[config.mk]
export PLATFORM = sky130hd
export DESIGN_NAME = ttuv_mul
export DESIGN_NICKNAME = d
export VERILOG_FILES = /design/src/rtl/ttuv_pkg.sv /design/src/rtl/ttuv_mul.sv
export SDC_FILE = /design/constraint.sdc
export NUM_CORES = 2
export LEC_CHECK = 0
export ABC_AREA = 1
export BUFFER_PORTS_ARGS = -buffer_cell sky130_fd_sc_hd__buf_4
export CORE_ASPECT_RATIO = 0.9
export CORE_MARGIN = 2
export CORE_UTILIZATION = 47
export DETAILED_ROUTE_END_ITERATION = 7
export HOLD_SLACK_MARGIN = 0.08
export PLACE_DENSITY = 0.61
export SYNTH_ARGS = -nofsm -noshare
export SYNTH_HDL_FRONTEND = slang
export SYNTH_SLANG_ARGS = --single-unit
[constraint.sdc]
create_clock -name clk -period 8.1 [get_ports clk]
set_clock_uncertainty 0.1 [all_clocks]
set_input_delay 0.81 -clock clk [delete_from_list [all_inputs] [get_ports clk]]
set_output_delay 0.81 -clock clk [all_outputs]
set_load 0.005 [all_outputs]
[src/rtl/ttuv_pkg.sv]
// Shared types and constants for the triangle tangent block.
// Used by every module in rtl/; depends on nothing else.
`timescale 1ns / 1ps

package ttuv_pkg;

  localparam int POS_W    = 32;  // input coordinate width
  localparam int DIFF_W   = 33;  // corner difference width
  localparam int PROD_W   = 66;  // product of two differences
  localparam int WIDE_W   = 67;  // difference of two products
  localparam int MAG_W    = 66;  // magnitude of a wide value
  localparam int NORM_TOP = 30;  // largest normalised magnitude lies in [2^29, 2^30)
  localparam int TAN_W    = 16;
  localparam int SRC_W    = 64;  // bit source of the root/divide unit
  localparam int REM_W    = 35;  // partial remainder of the root/divide unit
  localparam int ROOT_W   = 32;
  localparam int STEP_W   = 6;

  localparam int TANGENT_FRAC_BITS_DEF = 14;

  localparam logic [STEP_W-1:0] SQRT_STEPS = STEP_W'(SRC_W / 2);

  typedef enum logic [3:0] {
    S_IDLE,
    S_MUL,
    S_ABS,
    S_NORM,
    S_SQ,
    S_ROOT_GO,
    S_ROOT_WAIT,
    S_DIV_GO,
    S_DIV_WAIT,
    S_WB
  } state_t;

  typedef enum logic [2:0] {
    NORM_R8,
    NORM_R1,
    NORM_L8,
    NORM_L1,
    NORM_DONE
  } norm_op_t;

  typedef enum logic {
    RD_SQRT,
    RD_DIV
  } rd_op_t;

  typedef struct packed {
    logic              start;
    rd_op_t            op;
    logic [STEP_W-1:0] steps;
  } rd_req_t;

  typedef struct packed {
    logic              done;
    logic [ROOT_W-1:0] result;
  } rd_rsp_t;

endpackage

[src/rtl/ttuv_mul.sv]
// Shared signed 33 x 33 multiplier with a registered product.
// Depends on ttuv_pkg.
`timescale 1ns / 1ps

module ttuv_mul import ttuv_pkg::*; (
  input  logic                     clk,
  input  logic signed [DIFF_W-1:0] a,
  input  logic signed [DIFF_W-1:0] b,
  output logic signed [PROD_W-1:0] p
);

  always_ff @(posedge clk) begin
    p <= a * b;
  end

endmodule

==> qor.csv <==
metric,value,unit
outcome,"finished, final reports clean",
reg_top3,p: 66 flops,
synth.area.top_cells,"fa_1 53%, inv_1 16%, nand2_1 13%",
viasPerCell,4.82,
synth-seq-cells,66,
antenna_found_initial,8,
synthesis.nets,6972,
ctsHoldBuffers,0,
routedWlPerCell,17.5,um
initial_core_util,47.4,%
grt_pass1_wl,196000,um
chipHeight,292,um
clock_sinks,66,
min_path_cells,4,
postRouteAntennaNets,0,
fillers,8896,
ctsResizeCount,0,
synth_common_cells,"1894 x inv_1, 1517 x nand2_1, 1145 x fa_1",
io_buffers,132,
dpl.hpwl,102000,um
largest_reg_flops,66,
worstSetupEndpointType,flip-flop,
dr.pass1.iters,5,
row_count,105,
ys_types,35,
num-nets-final,6910,
netlist_instances,5543,
grt.busiest_layer,met2,
seq_area_frac_synth,3.06,%
cap_violations,0,
synth-async-reset-ratio,0,%
startpoint_type,input port,
grt_max_degree,35,
io_pins,133,
met1_usage,35.8,%
yosys_warnings,0,
avgSynthCellArea,7.79,um^2
cts_setup_buffers,0,
final_layout_size_suffix_gt1_share,4.85,%
syn_area,43200,um^2
period_needed,7590,ps
critPathMaxFanout,33,
slew_headroom,30.2,%
worst_slew_pin_slew,1040,ps
finalSetupViolCount,0,
worst_hold_slack,979,ps
dr.first_iter.drc_count,2046,
dieArea,94300,um^2
top_register,p,
hp-start,a[0],
clockBufferDepth,2,
place.gp.congestion,0.956,
synth_most_common_cell,inv_1,
grt_usage,26.6,%
hold_viol,0,
drc,0,
coreArea,91000,um^2
dp_worst_setup_slack,166,ps
finalCritPeriodShare,93.7,%
vias,32400,
fmax,0.132,GHz
clk_pin_slew,50,ps
setup_slack,507,ps
worst-setup-path-type,input port to flip-flop,
synth_edf_count,0,
slew_viol_final,0,
area_delta_synth_final,5.34,%
worstPathArrival,7760,ps
setup_tns,0,ps
worstPathRequired,8270,ps
rsz0062_at_grt,false,
use_met3,2.23,%
cts_buffers,9,
min_to,p[0]$_DFF_P_,
yosys.area.top_type,fa_1,
htreeDepth,3,
synthFlopType,dfxtp_1,
grt_pass1_vias,35900,
hp-class,input port to flip-flop,
root_buffer,clkbuf_16,
grt_util_met2,47.5,%
synth_top_area_share,53.1,%
cts_tree,built,
overflow,0,
die_w,323,um
finalWirelength,117000,um
[metrics by stage]
step | area, um^2 | std cells | util, %
floorplan | 43200 | 5543 | -
global placement | 45200 | 6700 | 49.6
detailed placement | 45200 | 6700 | 49.6
CTS | 45500 | 6715 | 49.9
global route | 45500 | 6718 | 50.0
finish | 45500 | 6718 | 50.0
[layout make-up]
class                   count  area [um^2]  area share (%)
well taps                1230         1540            3.38
repair buffers            190         1460            3.22
clock inverters             4         27.5          0.0605
diodes                      3         7.51          0.0165
clock buffers              11          253           0.556
flip-flops and latches     66         1320            2.91
inverters                1895         7110            15.6
multi-input cells        3319        33800            74.2
[worst max-delay path, cell delays in order]
cell and delay (ps):
buf_4 340, nand2_1 170, inv_1 140, fa_1 450, fa_1 510, fa_1 820
buf_4 230, fa_1 450, fa_1 510, fa_1 510, fa_1 490, inv_1 50
fa_1 480, inv_1 40, ha_1 460, nand2_1 150, nor2_1 170, inv_1 80
nor2_2 100, inv_1 80, nor2_2 180, o21ai_0 240, nand3_1 140, nand2_1 60
nand2_1 80
[metal layers]
metal / wire length (um) / share of wire [%] / up-vias
met5: 51 / 0.043 / -
met4: 1950 / 1.7 / 10
met3: 5840 / 5.0 / 118
met2: 59300 / 51 / 917
met1: 50200 / 43 / 16500
li1: - / - / 14900
[worst max path at each step]
stage / startpoint / to / slack [ps]
final: b[3] / p[49]$_DFF_P_ / 510
after global routing: b[3] / p[49]$_DFF_P_ / 160
after CTS: b[3] / p[49]$_DFF_P_ / 490
after detailed placement: b[3] / p[54]$_DFF_P_ / 170
after global placement: b[3] / p[54]$_DFF_P_ / 130
after floorplan: a[32] / p[60]$_DFF_P_ / 430
[kinds of logic after synthesis]
kind of cell    Yosys count  share of synthesized area (%)
simple gates           1810                           16.6
flops                    66                           3.06
fa+ha+maj              1362                           59.4
xor+xnor                 41                          0.832
compound gates          106                           1.38
buf+inv                2158                           18.8
[cells in the final DEF, fill, tap and decap left out, types with 2 or more instances in the layout]
cell type,instances
o21ai_1,3
nand2_2,17
nor3_1,7
clkbuf_16,9
and2_1,2
dfxtp_1,66
clkinvlp_4,3
nand3b_1,3
a21oi_2,4
nand3_1,70
buf_12,3
nand4_1,19
a21o_1,2
nor2_1,131
o21bai_1,14
buf_4,187
clkbuf_8,2
nor2_4,3
nor2_2,20
nor4_1,4
inv_1,1894
xnor2_1,4
nand2_1,1517
xor2_1,37
diode_2,3
nand3_2,8
fa_1,1145
or2_2,5
o21ai_0,19
a21oi_1,61
ha_1,217
Power is not shown: default switching activity piles up to over one toggle a cycle in this logic, so the estimate is an artifact.
