File: config.mk
export PLATFORM = sky130hd
export DESIGN_NAME = ttuv_rootdiv
export DESIGN_NICKNAME = d
export VERILOG_FILES = /design/src/rtl/ttuv_pkg.sv /design/src/rtl/ttuv_rootdiv.sv
export SDC_FILE = /design/constraint.sdc
export NUM_CORES = 1
export LEC_CHECK = 0
export ABC_AREA = 1
export BUFFER_PORTS_ARGS = -buffer_cell sky130_fd_sc_hd__buf_2
export CORE_UTILIZATION = 50
export DETAILED_ROUTE_END_ITERATION = 10
export PLACE_DENSITY_LB_ADDON = 0.08
export SYNTH_ARGS = -nofsm -noshare
export SYNTH_HDL_FRONTEND = slang
export SYNTH_SLANG_ARGS = --single-unit
File: constraint.sdc
create_clock -name clk -period 4 [get_ports clk]
set_clock_uncertainty 0.2 [all_clocks]
set_input_delay 0.2 -clock clk [delete_from_list [all_inputs] [get_ports clk]]
set_output_delay 0.2 -clock clk [all_outputs]
set_load 0.01 [all_outputs]
File: src/rtl/ttuv_pkg.sv
// Shared types and constants for the triangle tangent block.
// Used by every module in rtl/; depends on nothing else.
`timescale 1ns / 1ps

package ttuv_pkg;

  localparam int POS_W    = 32;  // input coordinate width
  localparam int DIFF_W   = 33;  // corner difference width
  localparam int PROD_W   = 66;  // product of two differences
  localparam int WIDE_W   = 67;  // difference of two products
  localparam int MAG_W    = 66;  // magnitude of a wide value
  localparam int NORM_TOP = 30;  // largest normalised magnitude lies in [2^29, 2^30)
  localparam int TAN_W    = 16;
  localparam int SRC_W    = 64;  // bit source of the root/divide unit
  localparam int REM_W    = 35;  // partial remainder of the root/divide unit
  localparam int ROOT_W   = 32;
  localparam int STEP_W   = 6;

  localparam int TANGENT_FRAC_BITS_DEF = 14;

  localparam logic [STEP_W-1:0] SQRT_STEPS = STEP_W'(SRC_W / 2);

  typedef enum logic [3:0] {
    S_IDLE,
    S_MUL,
    S_ABS,
    S_NORM,
    S_SQ,
    S_ROOT_GO,
    S_ROOT_WAIT,
    S_DIV_GO,
    S_DIV_WAIT,
    S_WB
  } state_t;

  typedef enum logic [2:0] {
    NORM_R8,
    NORM_R1,
    NORM_L8,
    NORM_L1,
    NORM_DONE
  } norm_op_t;

  typedef enum logic {
    RD_SQRT,
    RD_DIV
  } rd_op_t;

  typedef struct packed {
    logic              start;
    rd_op_t            op;
    logic [STEP_W-1:0] steps;
  } rd_req_t;

  typedef struct packed {
    logic              done;
    logic [ROOT_W-1:0] result;
  } rd_rsp_t;

endpackage

File: src/rtl/ttuv_rootdiv.sv
// Iterative shift-subtract unit: integer square root (two bits a step)
// or restoring division (one bit a step). Depends on ttuv_pkg.
`timescale 1ns / 1ps

module ttuv_rootdiv import ttuv_pkg::*; (
  input  logic              clk,
  input  logic              rst,
  input  rd_req_t           req,
  input  logic [SRC_W-1:0]  src_in,
  input  logic [REM_W-1:0]  rem_in,
  input  logic [ROOT_W-1:0] divisor,
  output rd_rsp_t           rsp
);

  logic              busy;
  logic              done;
  logic [STEP_W-1:0] cnt;
  rd_op_t            op;
  logic [REM_W-1:0]  rem;
  logic [SRC_W-1:0]  src;
  logic [ROOT_W-1:0] root;
  logic [ROOT_W-1:0] dvs;

  logic [REM_W-1:0]  shifted;
  logic [REM_W-1:0]  trial;
  logic              ge;
  logic [REM_W-1:0]  rem_next;

  always_comb begin
    if (op == RD_SQRT) begin
      shifted = {rem[REM_W-3:0], src[SRC_W-1 -: 2]};
      trial   = {1'b0, root, 2'b01};
    end else begin
      shifted = {rem[REM_W-2:0], src[SRC_W-1]};
      trial   = {{(REM_W-ROOT_W){1'b0}}, dvs};
    end
    ge       = (shifted >= trial);
    rem_next = ge ? (shifted - trial) : shifted;
  end

  always_ff @(posedge clk) begin
    if (rst) begin
      busy <= 1'b0;
      done <= 1'b0;
    end else begin
      done <= 1'b0;
      if (req.start) begin
        busy <= 1'b1;
      end else if (busy && cnt == STEP_W'(1)) begin
        busy <= 1'b0;
        done <= 1'b1;
      end
    end
  end

  always_ff @(posedge clk) begin
    if (req.start) begin
      op   <= req.op;
      cnt  <= req.steps;
      rem  <= rem_in;
      src  <= src_in;
      root <= '0;
      dvs  <= divisor;
    end else if (busy) begin
      rem  <= rem_next;
      src  <= (op == RD_SQRT) ? (src << 2) : (src << 1);
      root <= {root[ROOT_W-2:0], ge};
      cnt  <= cnt - STEP_W'(1);
    end
  end

  assign rsp.done   = done;
  assign rsp.result = root;

endmodule

==> results.toml <==
[place]
place_congestion = 0.915
port_buffers = 172
pre_cts_ws_ps = 243
place_area_um2 = 12000
place_hpwl_um = 21300

[layout]
areaGrowthSynthToFinish_pct = 28.5
final_layout_size_suffix_gt1_share_pct = 18.7
fin_nets = 1886
fin_area_um2 = 14000

[route]
ant_nets = 0
wirelength_um = 31200
wl_per_cell_um = 15.6
drc = 0
via_per_inst = 5.18
drtIter0Drc = 614
drt-pass1-iter-count = 5
dr_total_vias = 10300

[floorplanning]
rows = 53
start_util_pct = 51.4
io_pins = 174
die_h_um = 150
core_area_um2 = 21200
die-area_um2 = 22400
die_w_um = 150

[logic_synthesis]
synth_edf_count = 137
avgSynthCellArea_um2 = 7.64
ys_ff_latch = 171
synth_area_leaders = "edfxtp_1 (38%), nand2_1 (14%), a21oi_1 (7.1%)"
netlist.area_leader.share_pct = 37.8
synth.most_common_cell = "nand2_1"
synthTopCellsByCount = "nand2_1 (401), inv_1 (169), a21oi_1 (154)"
ys_types = 38
synthesis.nets = 1602
async_reset_ff_share_pct = 0
synth_top_area_cell = "edfxtp_1"
yosysWarnings = 0
ys_dominant_reg_cell = "edfxtp_1"
yosysSeqAreaShare_pct = 44.1
netlist_area_um2 = 10900
postSynthCellCount = 1424

[pwr]
ir_worst_vdd_mv = 0.328
pwr-share-clk_pct = 26.8
power.switching_w = 0.00244
switching_share_pct = 37.2
p_int_w = 0.00412
p_leak_nw = 6.49
power_frac_comb_pct = 38.4
power_w = 0.00656
power.density_nw_per_um2 = 469
power_frac_seq_pct = 34.8

[setup_path]
critPathLaunch = "op"
critical_path_arrival_ps = 3710
critPathCaptureType = "flop"
required_ps = 4000
cp-start-kind = "flop"
cp_max_fo = 99
reg2reg_slack_ps = 290
r2r_start = "op"
crit_type = "flop to flop"

[sta]
worst_pin_slew_ps = 1160
hold_viol = 0
setup_viol = 0
layout_setup_ws_ps = 290
clock.fmax_mhz = 270
slew_violations = 0
maxSlewHeadroom_pct = 22.2
tns_ps = 0
min_period_ps = 3710
rsz0062_at_grt = "no"
fin_crit_sh_pct = 92.7

[clock_network]
htree_levels = 4
cts_tree = "done"
clk_latency_ps = 440
cts_buffers = 17
cts-root-buf = "clkbuf_16"
clk_path_buf_depth = 2
clk_pin_slew_worst_paths_ps = 80
cts.sinks = 171

[global_route]
grt_start_max_net_pins = 100
grt_pass1_vias = 9947
grt-ovfl-total = 0
grt_use_total_pct = 28.8
antenna_found_initial = 1
grt_pass1_wl_um = 49800

[worst_hold_path]
min_path_type = "input pin to flop"
min_from = "req[7]"

[run]
cap_viol_max_count = 0

[outcome]
outcome = "complete, no violations"
==> power by group through the flow <==
stage	Clock, W	Sequential, W	Combinational [W]
after floorplan	0	0.00229	0.00184
after global placement	0	0.00232	0.00237
after detailed placement	0	0.00232	0.00239
after CTS	0.00179	0.00228	0.00251
after global routing	0.00185	0.00231	0.00283
final	0.00176	0.00228	0.00252
==> final cells by class <==
| type | instances | area [um^2] |
|---|---|---|
| flip-flops and latches | 171 | 4790 |
| multi-input cells | 1015 | 5110 |
| repair buffers | 328 | 2430 |
| clock buffers | 17 | 425 |
| diodes | 1 | 2.50 |
| inverters | 175 | 664 |
| clock inverters | 15 | 205 |
| fillers | 1823 | 7170 |
| well taps | 275 | 344 |
==> worst paths after layout <==
path                                  to  cells past startpoint
worst max-delay path             rem[32]                     17
worst min-delay path              dvs[8]                      1
worst max register to register   rem[32]                     17
worst min register to register  root[31]                      2
==> logic make-up (layout without fill, tap and decap cells) <==
| kind of cell | Yosys count | in the layout | share of synthesized area [%] |
|---|---|---|---|
| adder cells (fa/ha/maj) | 37 | 37 | 4.32 |
| other | 0 | 1 | 0 |
| buffers and inverters | 238 | 535 | 8.91 |
| AO/OA/AOI/OAI | 274 | 274 | 13.4 |
| flip-flops | 171 | 171 | 44.1 |
| XOR/XNOR | 19 | 19 | 1.53 |
| AND/OR/NAND/NOR | 681 | 681 | 27.4 |
| multiplexers | 4 | 4 | 0.368 |
==> worst max-delay path, stage by stage, from the launching register on <==
cell and delay [ps]:
edfxtp_1 470, buf_12 380, mux2i_1 330, ha_1 270, inv_1 100, fa_1 420
nand2_1 90, nand3_1 170, nand2_1 110, nand2_1 140, nand2_1 90, nand2_1 120
nand2_1 150, nand2_1 70, nand2_1 80, nand3_2 70, nand3_1 90, nand2_1 70
==> per-stage QoR <==
stage	util [%]	hold WS [ps]	std cells
6_report	66.1	71.4	1997
5_1_grt	66.1	87.8	1997
4_1_cts	66.1	63.4	1996
3_3_place_gp	56.6	177	1826
2_1_floorplan	-	72.4	1424
3_5_place_dp	56.6	178	1826
==> flip-flops by register name (all words and copies together), names as in the netlist <==
signal and cells:
busy 1, cnt 6, done 1, dvs 32
op 1, rem 34, root 32, src 64
==> metal layers <==
metal / GRT usage (%) / wire [um] / part of all wire, %
met5: 0 / 0 / 0
met4: 9.34 / 668 / 2.1
met2: 47.4 / 14800 / 47
met1: 37.6 / 13800 / 44
met3: 6.22 / 1940 / 6.2
==> cells in the final DEF (no fill, tap or decap), types with 7 or more instances in the layout <==
cell type	netlist	layout
nand3_1	61	61
nor2_1	117	117
inv_1	169	168
dfxtp_1	34	34
edfxtp_1	137	137
ha_1	36	36
a21oi_1	154	154
buf_2	7	171
nand3_2	16	16
clkbuf_16	0	17
nor3_1	7	7
xnor2_1	15	15
nand2_1	401	401
dlygate4sd3_1	0	138
buf_4	5	15
or2_2	30	30
nand2_2	26	26
o22ai_1	31	31
nor2_2	9	9
o21ai_0	77	77
==> what timing repair did <==
action,4_1_cts,5_1_grt
hold buffers,138,0
endpoints found under the hold margin,139,0
setup endpoints to repair,0,15
gates resized for setup,0,1
buffers inserted,0,0
Note: power is estimated with default switching activity, not from simulation.
